## src/design/sbt_pkg.sv

```systemverilog
// ----------------------------------------------------------------------------
// sbt_pkg: shared types and constants for the source byte tokenizer
// Item and token structs, scanner mode codes, character codes and the
// byte classification helpers used by the scanner front end.
// ----------------------------------------------------------------------------
`default_nettype none

package sbt_pkg;

  // Width of the running byte position counter (wraps modulo 2^POS_W)
  localparam int POS_W = 32;
  localparam int OFS_W = 32;
  localparam int LEN_W = 32;
  localparam logic [LEN_W-1:0] LEN_MAX = '1;

  // Token queue between scanner and output stage
  localparam int QUEUE_DEPTH = 4;
  localparam int QPTR_W      = $clog2(QUEUE_DEPTH);
  localparam int QCNT_W      = $clog2(QUEUE_DEPTH + 1);

  // Character codes
  localparam logic [7:0] CH_BACKSLASH  = 8'h5C;
  localparam logic [7:0] CH_DQUOTE     = 8'h22;
  localparam logic [7:0] CH_SQUOTE     = 8'h27;
  localparam logic [7:0] CH_UNDERSCORE = 8'h5F;
  localparam logic [7:0] KIND_TEXT     = 8'h00;

  typedef enum logic [4:0] {
    MODE_IDLE   = 5'b00001,
    MODE_WORD   = 5'b00010,
    MODE_NUMBER = 5'b00100,
    MODE_DQUOTE = 5'b01000,
    MODE_SQUOTE = 5'b10000
  } mode_t;

  typedef struct packed {
    logic [7:0] source_byte;
    logic       end_of_text;
  } in_item_t;

  typedef struct packed {
    logic [7:0]       token_kind;
    logic [OFS_W-1:0] token_offset;
    logic [LEN_W-1:0] token_length;
    logic             last_of_run;
  } out_item_t;

  typedef struct packed {
    logic [7:0]       kind;
    logic [OFS_W-1:0] offset;
    logic [LEN_W-1:0] length;
  } tok_t;

  // One queue entry holds all tokens caused by one byte (one or two)
  typedef struct packed {
    tok_t tok0;
    tok_t tok1;
    logic two;
  } q_entry_t;

  function automatic logic is_letter(input logic [7:0] b);
    return ((b >= 8'h61) && (b <= 8'h7A)) || ((b >= 8'h41) && (b <= 8'h5A));
  endfunction

  function automatic logic is_digit(input logic [7:0] b);
    return (b >= 8'h30) && (b <= 8'h39);
  endfunction

  function automatic logic is_word_byte(input logic [7:0] b);
    return is_letter(b) || is_digit(b) || (b == CH_UNDERSCORE);
  endfunction

  // ; , . ( ) { } [ ] > < + - * & | / ^ % : ! = #
  function automatic logic is_punct(input logic [7:0] b);
    logic r;
    case (b)
      8'h3B, 8'h2C, 8'h2E, 8'h28, 8'h29, 8'h7B, 8'h7D, 8'h5B, 8'h5D,
      8'h3E, 8'h3C, 8'h2B, 8'h2D, 8'h2A, 8'h26, 8'h7C, 8'h2F, 8'h5E,
      8'h25, 8'h3A, 8'h21, 8'h3D, 8'h23: begin
        r = 1'b1;
      end
      default: begin
        r = 1'b0;
      end
    endcase
    return r;
  endfunction

  function automatic logic [LEN_W-1:0] sat_inc(input logic [LEN_W-1:0] v);
    return (v == LEN_MAX) ? v : v + LEN_W'(1);
  endfunction

endpackage

`default_nettype wire

```

## src/design/sbt_front.sv

```systemverilog
// ----------------------------------------------------------------------------
// sbt_front: scanner front end
// Holds the scan mode, escape flag, position and pending token; classifies
// each accepted byte and pushes the tokens it causes as one queue entry.
// ----------------------------------------------------------------------------
`default_nettype none

module sbt_front
  import sbt_pkg::*;
(
  input  wire logic     clk,
  input  wire logic     rst_n,
  input  wire logic     in_push,
  output logic          in_full,
  input  wire in_item_t in_item,
  input  wire logic     q_full,
  output logic          q_push,
  output q_entry_t      q_entry
);

  mode_t            mode_r, mode_nxt;
  logic             esc_r, esc_nxt;
  logic [POS_W-1:0] pos_r, pos_nxt;
  logic [OFS_W-1:0] start_r, start_nxt;
  logic [LEN_W-1:0] len_r, len_nxt;

  logic             accept;
  logic [7:0]       b;
  logic [POS_W-1:0] pos_plus1;
  logic [1:0]       ntok;
  tok_t             tok0, tok1;

  assign in_full   = q_full;
  assign accept    = in_push && !q_full;
  assign b         = in_item.source_byte;
  assign pos_plus1 = pos_r + POS_W'(1);

  always_comb begin
    logic       rescan;
    logic [7:0] quote;
    tok_t       ptok;
    rescan    = 1'b0;
    quote     = CH_DQUOTE;
    ptok      = '0;
    mode_nxt  = mode_r;
    start_nxt = start_r;
    len_nxt   = len_r;
    tok0      = '0;
    tok1      = '0;
    ntok      = 2'd0;

    case (mode_r)
      MODE_WORD, MODE_NUMBER: begin
        if (is_word_byte(b)) begin
          len_nxt = sat_inc(len_r);
        end else begin
          tok0   = '{kind: KIND_TEXT, offset: start_r, length: len_r};
          ntok   = 2'd1;
          rescan = 1'b1;   // delimiter is scanned again as idle
        end
      end
      MODE_DQUOTE, MODE_SQUOTE: begin
        quote = (mode_r == MODE_DQUOTE) ? CH_DQUOTE : CH_SQUOTE;
        if ((b != quote) || esc_r) begin
          len_nxt = sat_inc(len_r);
        end else begin
          tok0     = '{kind: KIND_TEXT, offset: start_r, length: len_r};
          ntok     = 2'd1;
          mode_nxt = MODE_IDLE;
        end
      end
      default: begin
        rescan = 1'b1;
      end
    endcase

    if (rescan) begin
      mode_nxt = MODE_IDLE;
      if (is_punct(b)) begin
        ptok = '{kind: b, offset: OFS_W'(pos_r), length: LEN_W'(1)};
        if (ntok == 2'd0) begin
          tok0 = ptok;
          ntok = 2'd1;
        end else begin
          tok1 = ptok;
          ntok = 2'd2;
        end
      end else if ((b == CH_DQUOTE) || (b == CH_SQUOTE)) begin
        mode_nxt  = (b == CH_DQUOTE) ? MODE_DQUOTE : MODE_SQUOTE;
        start_nxt = OFS_W'(pos_plus1);   // text starts past the quote
        len_nxt   = '0;
      end else if (is_letter(b)) begin
        mode_nxt  = MODE_WORD;
        start_nxt = OFS_W'(pos_r);
        len_nxt   = LEN_W'(1);
      end else if (is_digit(b)) begin
        mode_nxt  = MODE_NUMBER;
        start_nxt = OFS_W'(pos_r);
        len_nxt   = LEN_W'(1);
      end
    end

    esc_nxt = (b == CH_BACKSLASH);
    pos_nxt = pos_plus1;

    // end of text drops anything pending
    if (in_item.end_of_text) begin
      mode_nxt  = MODE_IDLE;
      esc_nxt   = 1'b0;
      pos_nxt   = '0;
      start_nxt = '0;
      len_nxt   = '0;
    end
  end

  assign q_push  = accept && (ntok != 2'd0);
  assign q_entry = '{tok0: tok0, tok1: tok1, two: (ntok == 2'd2)};

  always_ff @(posedge clk) begin
    if (!rst_n) begin
      mode_r  <= MODE_IDLE;
      esc_r   <= 1'b0;
      pos_r   <= '0;
      start_r <= '0;
      len_r   <= '0;
    end else if (accept) begin
      mode_r  <= mode_nxt;
      esc_r   <= esc_nxt;
      pos_r   <= pos_nxt;
      start_r <= start_nxt;
      len_r   <= len_nxt;
    end
  end

endmodule

`default_nettype wire

```

## src/design/sbt_queue.sv

```systemverilog
// ----------------------------------------------------------------------------
// sbt_queue: token queue
// Small register FIFO of per-byte token entries between scanner and output.
// ----------------------------------------------------------------------------
`default_nettype none

module sbt_queue
  import sbt_pkg::*;
(
  input  wire logic     clk,
  input  wire logic     rst_n,
  input  wire logic     push,
  input  wire q_entry_t push_entry,
  output logic          full,
  input  wire logic     pop,
  output logic          head_valid,
  output q_entry_t      head_entry
);

  q_entry_t          mem_r [QUEUE_DEPTH];
  logic [QPTR_W-1:0] wr_ptr_r, rd_ptr_r;
  logic [QCNT_W-1:0] cnt_r, cnt_nxt;
  logic              do_push, do_pop;

  assign full       = (cnt_r == QCNT_W'(QUEUE_DEPTH));
  assign head_valid = (cnt_r != '0);
  assign head_entry = mem_r[rd_ptr_r];
  assign do_push    = push && !full;
  assign do_pop     = pop && head_valid;

  always_comb begin
    cnt_nxt = cnt_r;
    if (do_push && !do_pop) begin
      cnt_nxt = cnt_r + QCNT_W'(1);
    end else if (do_pop && !do_push) begin
      cnt_nxt = cnt_r - QCNT_W'(1);
    end
  end

  always_ff @(posedge clk) begin
    if (do_push) begin
      mem_r[wr_ptr_r] <= push_entry;
    end
  end

  always_ff @(posedge clk) begin
    if (!rst_n) begin
      wr_ptr_r <= '0;
      rd_ptr_r <= '0;
      cnt_r    <= '0;
    end else begin
      cnt_r <= cnt_nxt;
      if (do_push) begin
        wr_ptr_r <= wr_ptr_r + QPTR_W'(1);
      end
      if (do_pop) begin
        rd_ptr_r <= rd_ptr_r + QPTR_W'(1);
      end
    end
  end

endmodule

`default_nettype wire

```

## src/design/sbt_back.sv

```systemverilog
// ----------------------------------------------------------------------------
// sbt_back: token output stage
// Splits each queue entry into single tokens, marks the last of each byte,
// and holds the current token in an output register.
// ----------------------------------------------------------------------------
`default_nettype none

module sbt_back
  import sbt_pkg::*;
(
  input  wire logic     clk,
  input  wire logic     rst_n,
  input  wire logic     head_valid,
  input  wire q_entry_t head_entry,
  output logic          q_pop,
  output logic          out_empty,
  input  wire logic     out_pop,
  output out_item_t     out_item
);

  logic      valid_r;
  logic      sel_r, sel_nxt;
  out_item_t data_r, data_nxt;
  logic      load, take, is_last;
  tok_t      tok;

  assign load    = !valid_r || out_pop;
  assign take    = load && head_valid;
  assign tok     = sel_r ? head_entry.tok1 : head_entry.tok0;
  assign is_last = sel_r || !head_entry.two;
  assign q_pop   = take && is_last;

  always_comb begin
    data_nxt = '{token_kind: tok.kind, token_offset: tok.offset,
                 token_length: tok.length, last_of_run: is_last};
    sel_nxt  = sel_r;
    if (take) begin
      sel_nxt = !is_last;
    end
  end

  assign out_empty = !valid_r;
  assign out_item  = data_r;

  always_ff @(posedge clk) begin
    if (take) begin
      data_r <= data_nxt;
    end
  end

  always_ff @(posedge clk) begin
    if (!rst_n) begin
      valid_r <= 1'b0;
      sel_r   <= 1'b0;
    end else begin
      sel_r <= sel_nxt;
      if (load) begin
        valid_r <= head_valid;
      end
    end
  end

endmodule

`default_nettype wire

```

## src/design/source_byte_tokenizer_top.sv

```systemverilog
// ----------------------------------------------------------------------------
// source_byte_tokenizer_top: streaming source byte tokenizer
// Scans one source byte per item and delivers punctuation, word, number and
// string tokens through a queue-style result port.
// ----------------------------------------------------------------------------
// Usage: push one source byte per cycle while in_full is low; set
// end_of_text on the final byte of a text, after which the scanner is back
// at position zero with nothing pending (a word, number or string still open
// at that point gives no token). The scanner takes one byte every cycle
// while in_full is low and pushes the tokens that byte causes into a 4-entry
// queue; a byte that ends a word or number and is itself punctuation gives
// two tokens, and the output stage drains one token per cycle while out_pop
// is high, so sustained rate is one byte per cycle, bounded by the
// one-token-per-cycle output register when tokens are dense. Token offsets
// are the low 32 bits of the byte position; lengths saturate at 2^32-1.
// last_of_run marks the last token caused by a byte.
// ----------------------------------------------------------------------------
`default_nettype none

module source_byte_tokenizer_top
  import sbt_pkg::*;
(
  input  wire logic     clk,
  input  wire logic     rst_n,
  // byte input, queue style
  input  wire logic     in_push,
  output logic          in_full,
  input  wire in_item_t in_item,
  // token output, queue style
  output logic          out_empty,
  input  wire logic     out_pop,
  output out_item_t     out_item
);

  logic     q_push, q_full, q_pop, q_valid;
  q_entry_t q_in, q_head;

  // Front end: mode tracking and classification, one byte per cycle while the queue has room
  sbt_front u_front (
    .clk     (clk),
    .rst_n   (rst_n),
    .in_push (in_push),
    .in_full (in_full),
    .in_item (in_item),
    .q_full  (q_full),
    .q_push  (q_push),
    .q_entry (q_in)
  );

  // Decoupling queue: absorbs output stalls and two-token bytes
  sbt_queue u_queue (
    .clk        (clk),
    .rst_n      (rst_n),
    .push       (q_push),
    .push_entry (q_in),
    .full       (q_full),
    .pop        (q_pop),
    .head_valid (q_valid),
    .head_entry (q_head)
  );

  // Back end: serializes entries into single tokens
  sbt_back u_back (
    .clk        (clk),
    .rst_n      (rst_n),
    .head_valid (q_valid),
    .head_entry (q_head),
    .q_pop      (q_pop),
    .out_empty  (out_empty),
    .out_pop    (out_pop),
    .out_item   (out_item)
  );

endmodule

`default_nettype wire

```

## config.mk

```make
export PLATFORM = sky130hd
export DESIGN_NAME = source_byte_tokenizer_top
export DESIGN_NICKNAME = d
export VERILOG_FILES = /design/src/design/sbt_pkg.sv /design/src/design/sbt_front.sv /design/src/design/sbt_queue.sv /design/src/design/sbt_back.sv /design/src/design/source_byte_tokenizer_top.sv
export SDC_FILE = /design/constraint.sdc
export NUM_CORES = 1
export LEC_CHECK = 0
export BUFFER_PORTS_ARGS = -buffer_cell sky130_fd_sc_hd__clkbuf_2
export CAP_MARGIN = 20
export CORE_ASPECT_RATIO = 1.1
export CORE_MARGIN = 5
export CORE_UTILIZATION = 65
export CTS_CLUSTER_DIAMETER = 80
export DETAILED_ROUTE_END_ITERATION = 12
export MAX_ROUTING_LAYER = met4
export PLACE_DENSITY_LB_ADDON = 0.15
export REMOVE_ABC_BUFFERS = 1
export SYNTH_ARGS = -nofsm -noshare
export SYNTH_HDL_FRONTEND = slang
export SYNTH_SLANG_ARGS = --single-unit
```

## constraint.sdc

```tcl
create_clock -name clk -period 11 [get_ports clk]
set_input_delay 2.2 -clock clk [delete_from_list [all_inputs] [get_ports clk]]
set_output_delay 2.2 -clock clk [all_outputs]
set_load 0.01 [all_outputs]
```

==> run_results.csv <==
group,metric,value,unit
clock_tree,clk_pin_slew,0.06,ns
hold_path,hp-class,"flip-flop to flip-flop",
critical_path,max_stage_delay,0.66,ns
critical_path,rr_startpoint,"u_front.mode_r[4]",
floorplan,core_area,0.0404,sq mm
grt,track_usage,25.6,%
sta,post-route-period-util,50.7,%
detailed_routing,drt_iter0_markers,1288,
sta,fmax,0.179,GHz
yosys,synth_warnings,0,
sta,period_needed,5.57,ns
cells_and_area,final_common_cell,"edfxtp_1",
power,total_power,6170,uW
clock_tree,cts.repair.resized,0,
floorplan,die_y,222,um
detailed_routing,wire_per_inst,23.5,um
yosys,ys_types,85,
detailed_routing,wirelength,54700,um
detailed_routing,first_pass_iters,5,
detailed_routing,via_per_inst,6.47,
grt,first_global_vias,15488,
cells_and_area,drive_gt1_share,22.7,%
grt,grt_max_degree,76,
clock_tree,cts_buffers,59,
detailed_routing,vias,15081,
yosys,syn_avg_cell_area,15.6,sq um
yosys,syn_area,0.0266,sq mm
floorplan,io_pins,88,
critical_path,critical_path_class,"input port to flip-flop",
critical_path,crit_arrival,5.81,ns
flow_run,maxCapViolCount,0,
critical_path,r2r_cells,11,
power,power_density,210,mW/mm^2
power,leakagePower,0.00975,uW
critical_path,crit_required,11.24,ns
cells_and_area,n_antenna_cell,0,
clock_tree,clockRootBuffer,"clkbuf_16",
sta,hold_viol,0,
clock_tree,clock_latency,0.61,ns
hold_path,min_path_cells,1,
clock_tree,cts_buffer_depth,3,
critical_path,start_kind,"input port",
yosys,synth_edf_count,529,
critical_path,end_kind,"flip-flop",
sta,rsz0062_at_grt,"false",
yosys,netlist_instances,1704,
detailed_routing,drc,0,
cells_and_area,layout_common_cells,"edfxtp_1 (529), mux4_2 (114), dfxtp_1 (110)",
place,placedInstanceArea,0.0274,sq mm
critical_path,startpoint,"in_item[5]",
floorplan,fp.dieW,203,um
outcome,status,"completed",
floorplan,num_rows,77,
sta,fin_skew,0.0186,ns
clock_tree,cts_sinks,642,
clock_tree,cts_tree,"yes",
critical_path,r2r_slack,7.01,ns
floorplan,start_util,65.9,%
cells_and_area,area_delta_synth_final,10.6,%
sta,slew_headroom,27.2,%
sta,setup_viol,0,
detailed_routing,postRouteAntennaNets,0,
critical_path,crit_chain,"clkbuf_2 -> nor4b_2 -> nand3b_1 -> a2111oi_2 -> a21oi_2 -> buf_4 -> inv_2 -> ha_1 -> o21ai_0 -> a21oi_2 -> and2_4 -> buf_4",
yosys,synth-seq-area-share,68.2,%
critical_path,r2r_end,"u_queue.mem_r[3][129]",
place,finalWeightedCongestion,0.891,
cells_and_area,final_nets,1790,
grt,overflow,0,
cells_and_area,final_area,0.0294,sq mm
yosys,synth-async-reset-ratio,0,%
critical_path,crit_fanout,48,
grt,grt_antenna_before_repair,0,
grt,grt_pass1_wl,88000,um
clock_tree,cts_post_setup_buffers_inserted,0,
yosys,ys.flop_type,"edfxtp_1",
place,port_buffers,87,
sta,slew_viol_final,0,
clock_tree,cts_hold_repair.buffers,0,
clock_tree,cts_max_level,2,
sta,worst_pin_slew,1.09,ns
place,dpl.hpwl,31700,um
yosys,synth-seq-cells,642,
critical_path,cp-endpoint,"u_queue.mem_r[3][129]",
floorplan,die_area,0.0451,sq mm
power,vdd_drop_max,434,uV
sta,fin_setup_tns,0,ns
critical_path,slowest_stage,"a2111oi_2",
## critical path: cells and delay by family
family	cells	cell delay, ns
adders and majority gates	1	0.15
and+or+nand+nor	3	1.04
buffers and inverters	4	1.15
AOI/OAI and AO/OA	4	1.21
## sequential cells by signal, summed over array words and instances (netlist names), 2 cells and up, named ones only
register and count:
u_front.mode_r 5, u_queue.wr_ptr_r 2, u_queue.rd_ptr_r 2, u_front.len_r 32, u_back.out_item 73, u_front.pos_r 32
u_queue.mem_r 456, u_front.start_r 32, u_queue.cnt_r 3
## cell type report
type / instances / area, sq um
Inverter: 24 / 90.1
Clock inverter: 25 / 312
Clock buffer: 85 / 1630
Fill cell: 2477 / 11000
Sequential cell: 642 / 18200
Tap cell: 513 / 642
Timing Repair Buffer: 112 / 643
Multi-Input combinational cell: 929 / 7930
## synthesized netlist by cell type, types with 12 or more instances
master       n  area, sq um
and3_1      20          125
o2bb2ai_1   12          105
nand2_1     86          323
xor2_1      20          175
dfxtp_1    113         2260
mux2_2      42          473
mux2i_1     13          130
mux4_2     114         2570
nand3_1     52          260
clkbuf_1    80          300
o21ai_0     40          200
inv_1       22         82.6
nand4_1     26          163
a31oi_1     20          125
and2_1      76          475
buf_1       12         45.0
buf_2       17         85.1
a22o_1      32          280
nor2b_1     34          213
a21oi_1     57          285
nor3_1      15         75.1
edfxtp_1   529        15900
xnor2_1     16          140
nor2_1      75          282
nor4_1      14         87.6
## how the worst min path moves through the flow
| stage | to | startpoint |
|---|---|---|
| after CTS | u_front.start_r[29] | u_front.start_r[29] |
| final | u_front.start_r[29] | u_front.start_r[29] |
| after floorplan | u_front.start_r[0] | u_front.start_r[0] |
| after detailed placement | u_front.start_r[29] | u_front.start_r[29] |
| after global routing | u_front.start_r[29] | u_front.start_r[29] |
| after global placement | u_front.start_r[23] | u_front.start_r[23] |
## logic make-up (layout without fill, tap and decap cells)
kind of cell | after synthesis | in the layout | share of synthesized area, %
DFF | 642 | 642 | 68.2
and+or+nand+nor | 457 | 457 | 9.33
AOI/OAI and AO/OA | 250 | 250 | 6.70
muxes | 169 | 169 | 11.9
buffers and inverters | 140 | 246 | 2.16
xor gates and xnor gates | 36 | 36 | 1.19
adders and majority gates | 9 | 9 | 0.452
other | 1 | 8 | 0.0141
## metrics by stage
stage               setup slack, ns  cells  util [%]  hold WS [ns]
floorplan                      3.26   1595         -         0.433
global placement               4.97   2219      68.0         0.445
detailed placement             4.84   2219      68.0         0.448
CTS                            5.49   2329      72.8         0.466
global route                   5.18   2330      72.9         0.482
finish                         5.43   2330      72.9         0.467
## power breakdown
group	total, uW	internal, uW	switching (uW)
Sequential	3000	2880	122
Clock	2050	1200	852
Combinational	1120	520	600
## layer usage
layer / track usage, % / vias to the layer above / share of wire (%)
met5: - / - / 0
met4: 7.03 / 0 / 2.4
met3: 4.15 / 107 / 6.1
met2: 41.2 / 546 / 51
met1: 34.7 / 7635 / 41
li1: - / 6793 / -
Power figures use the tool's default switching activity.
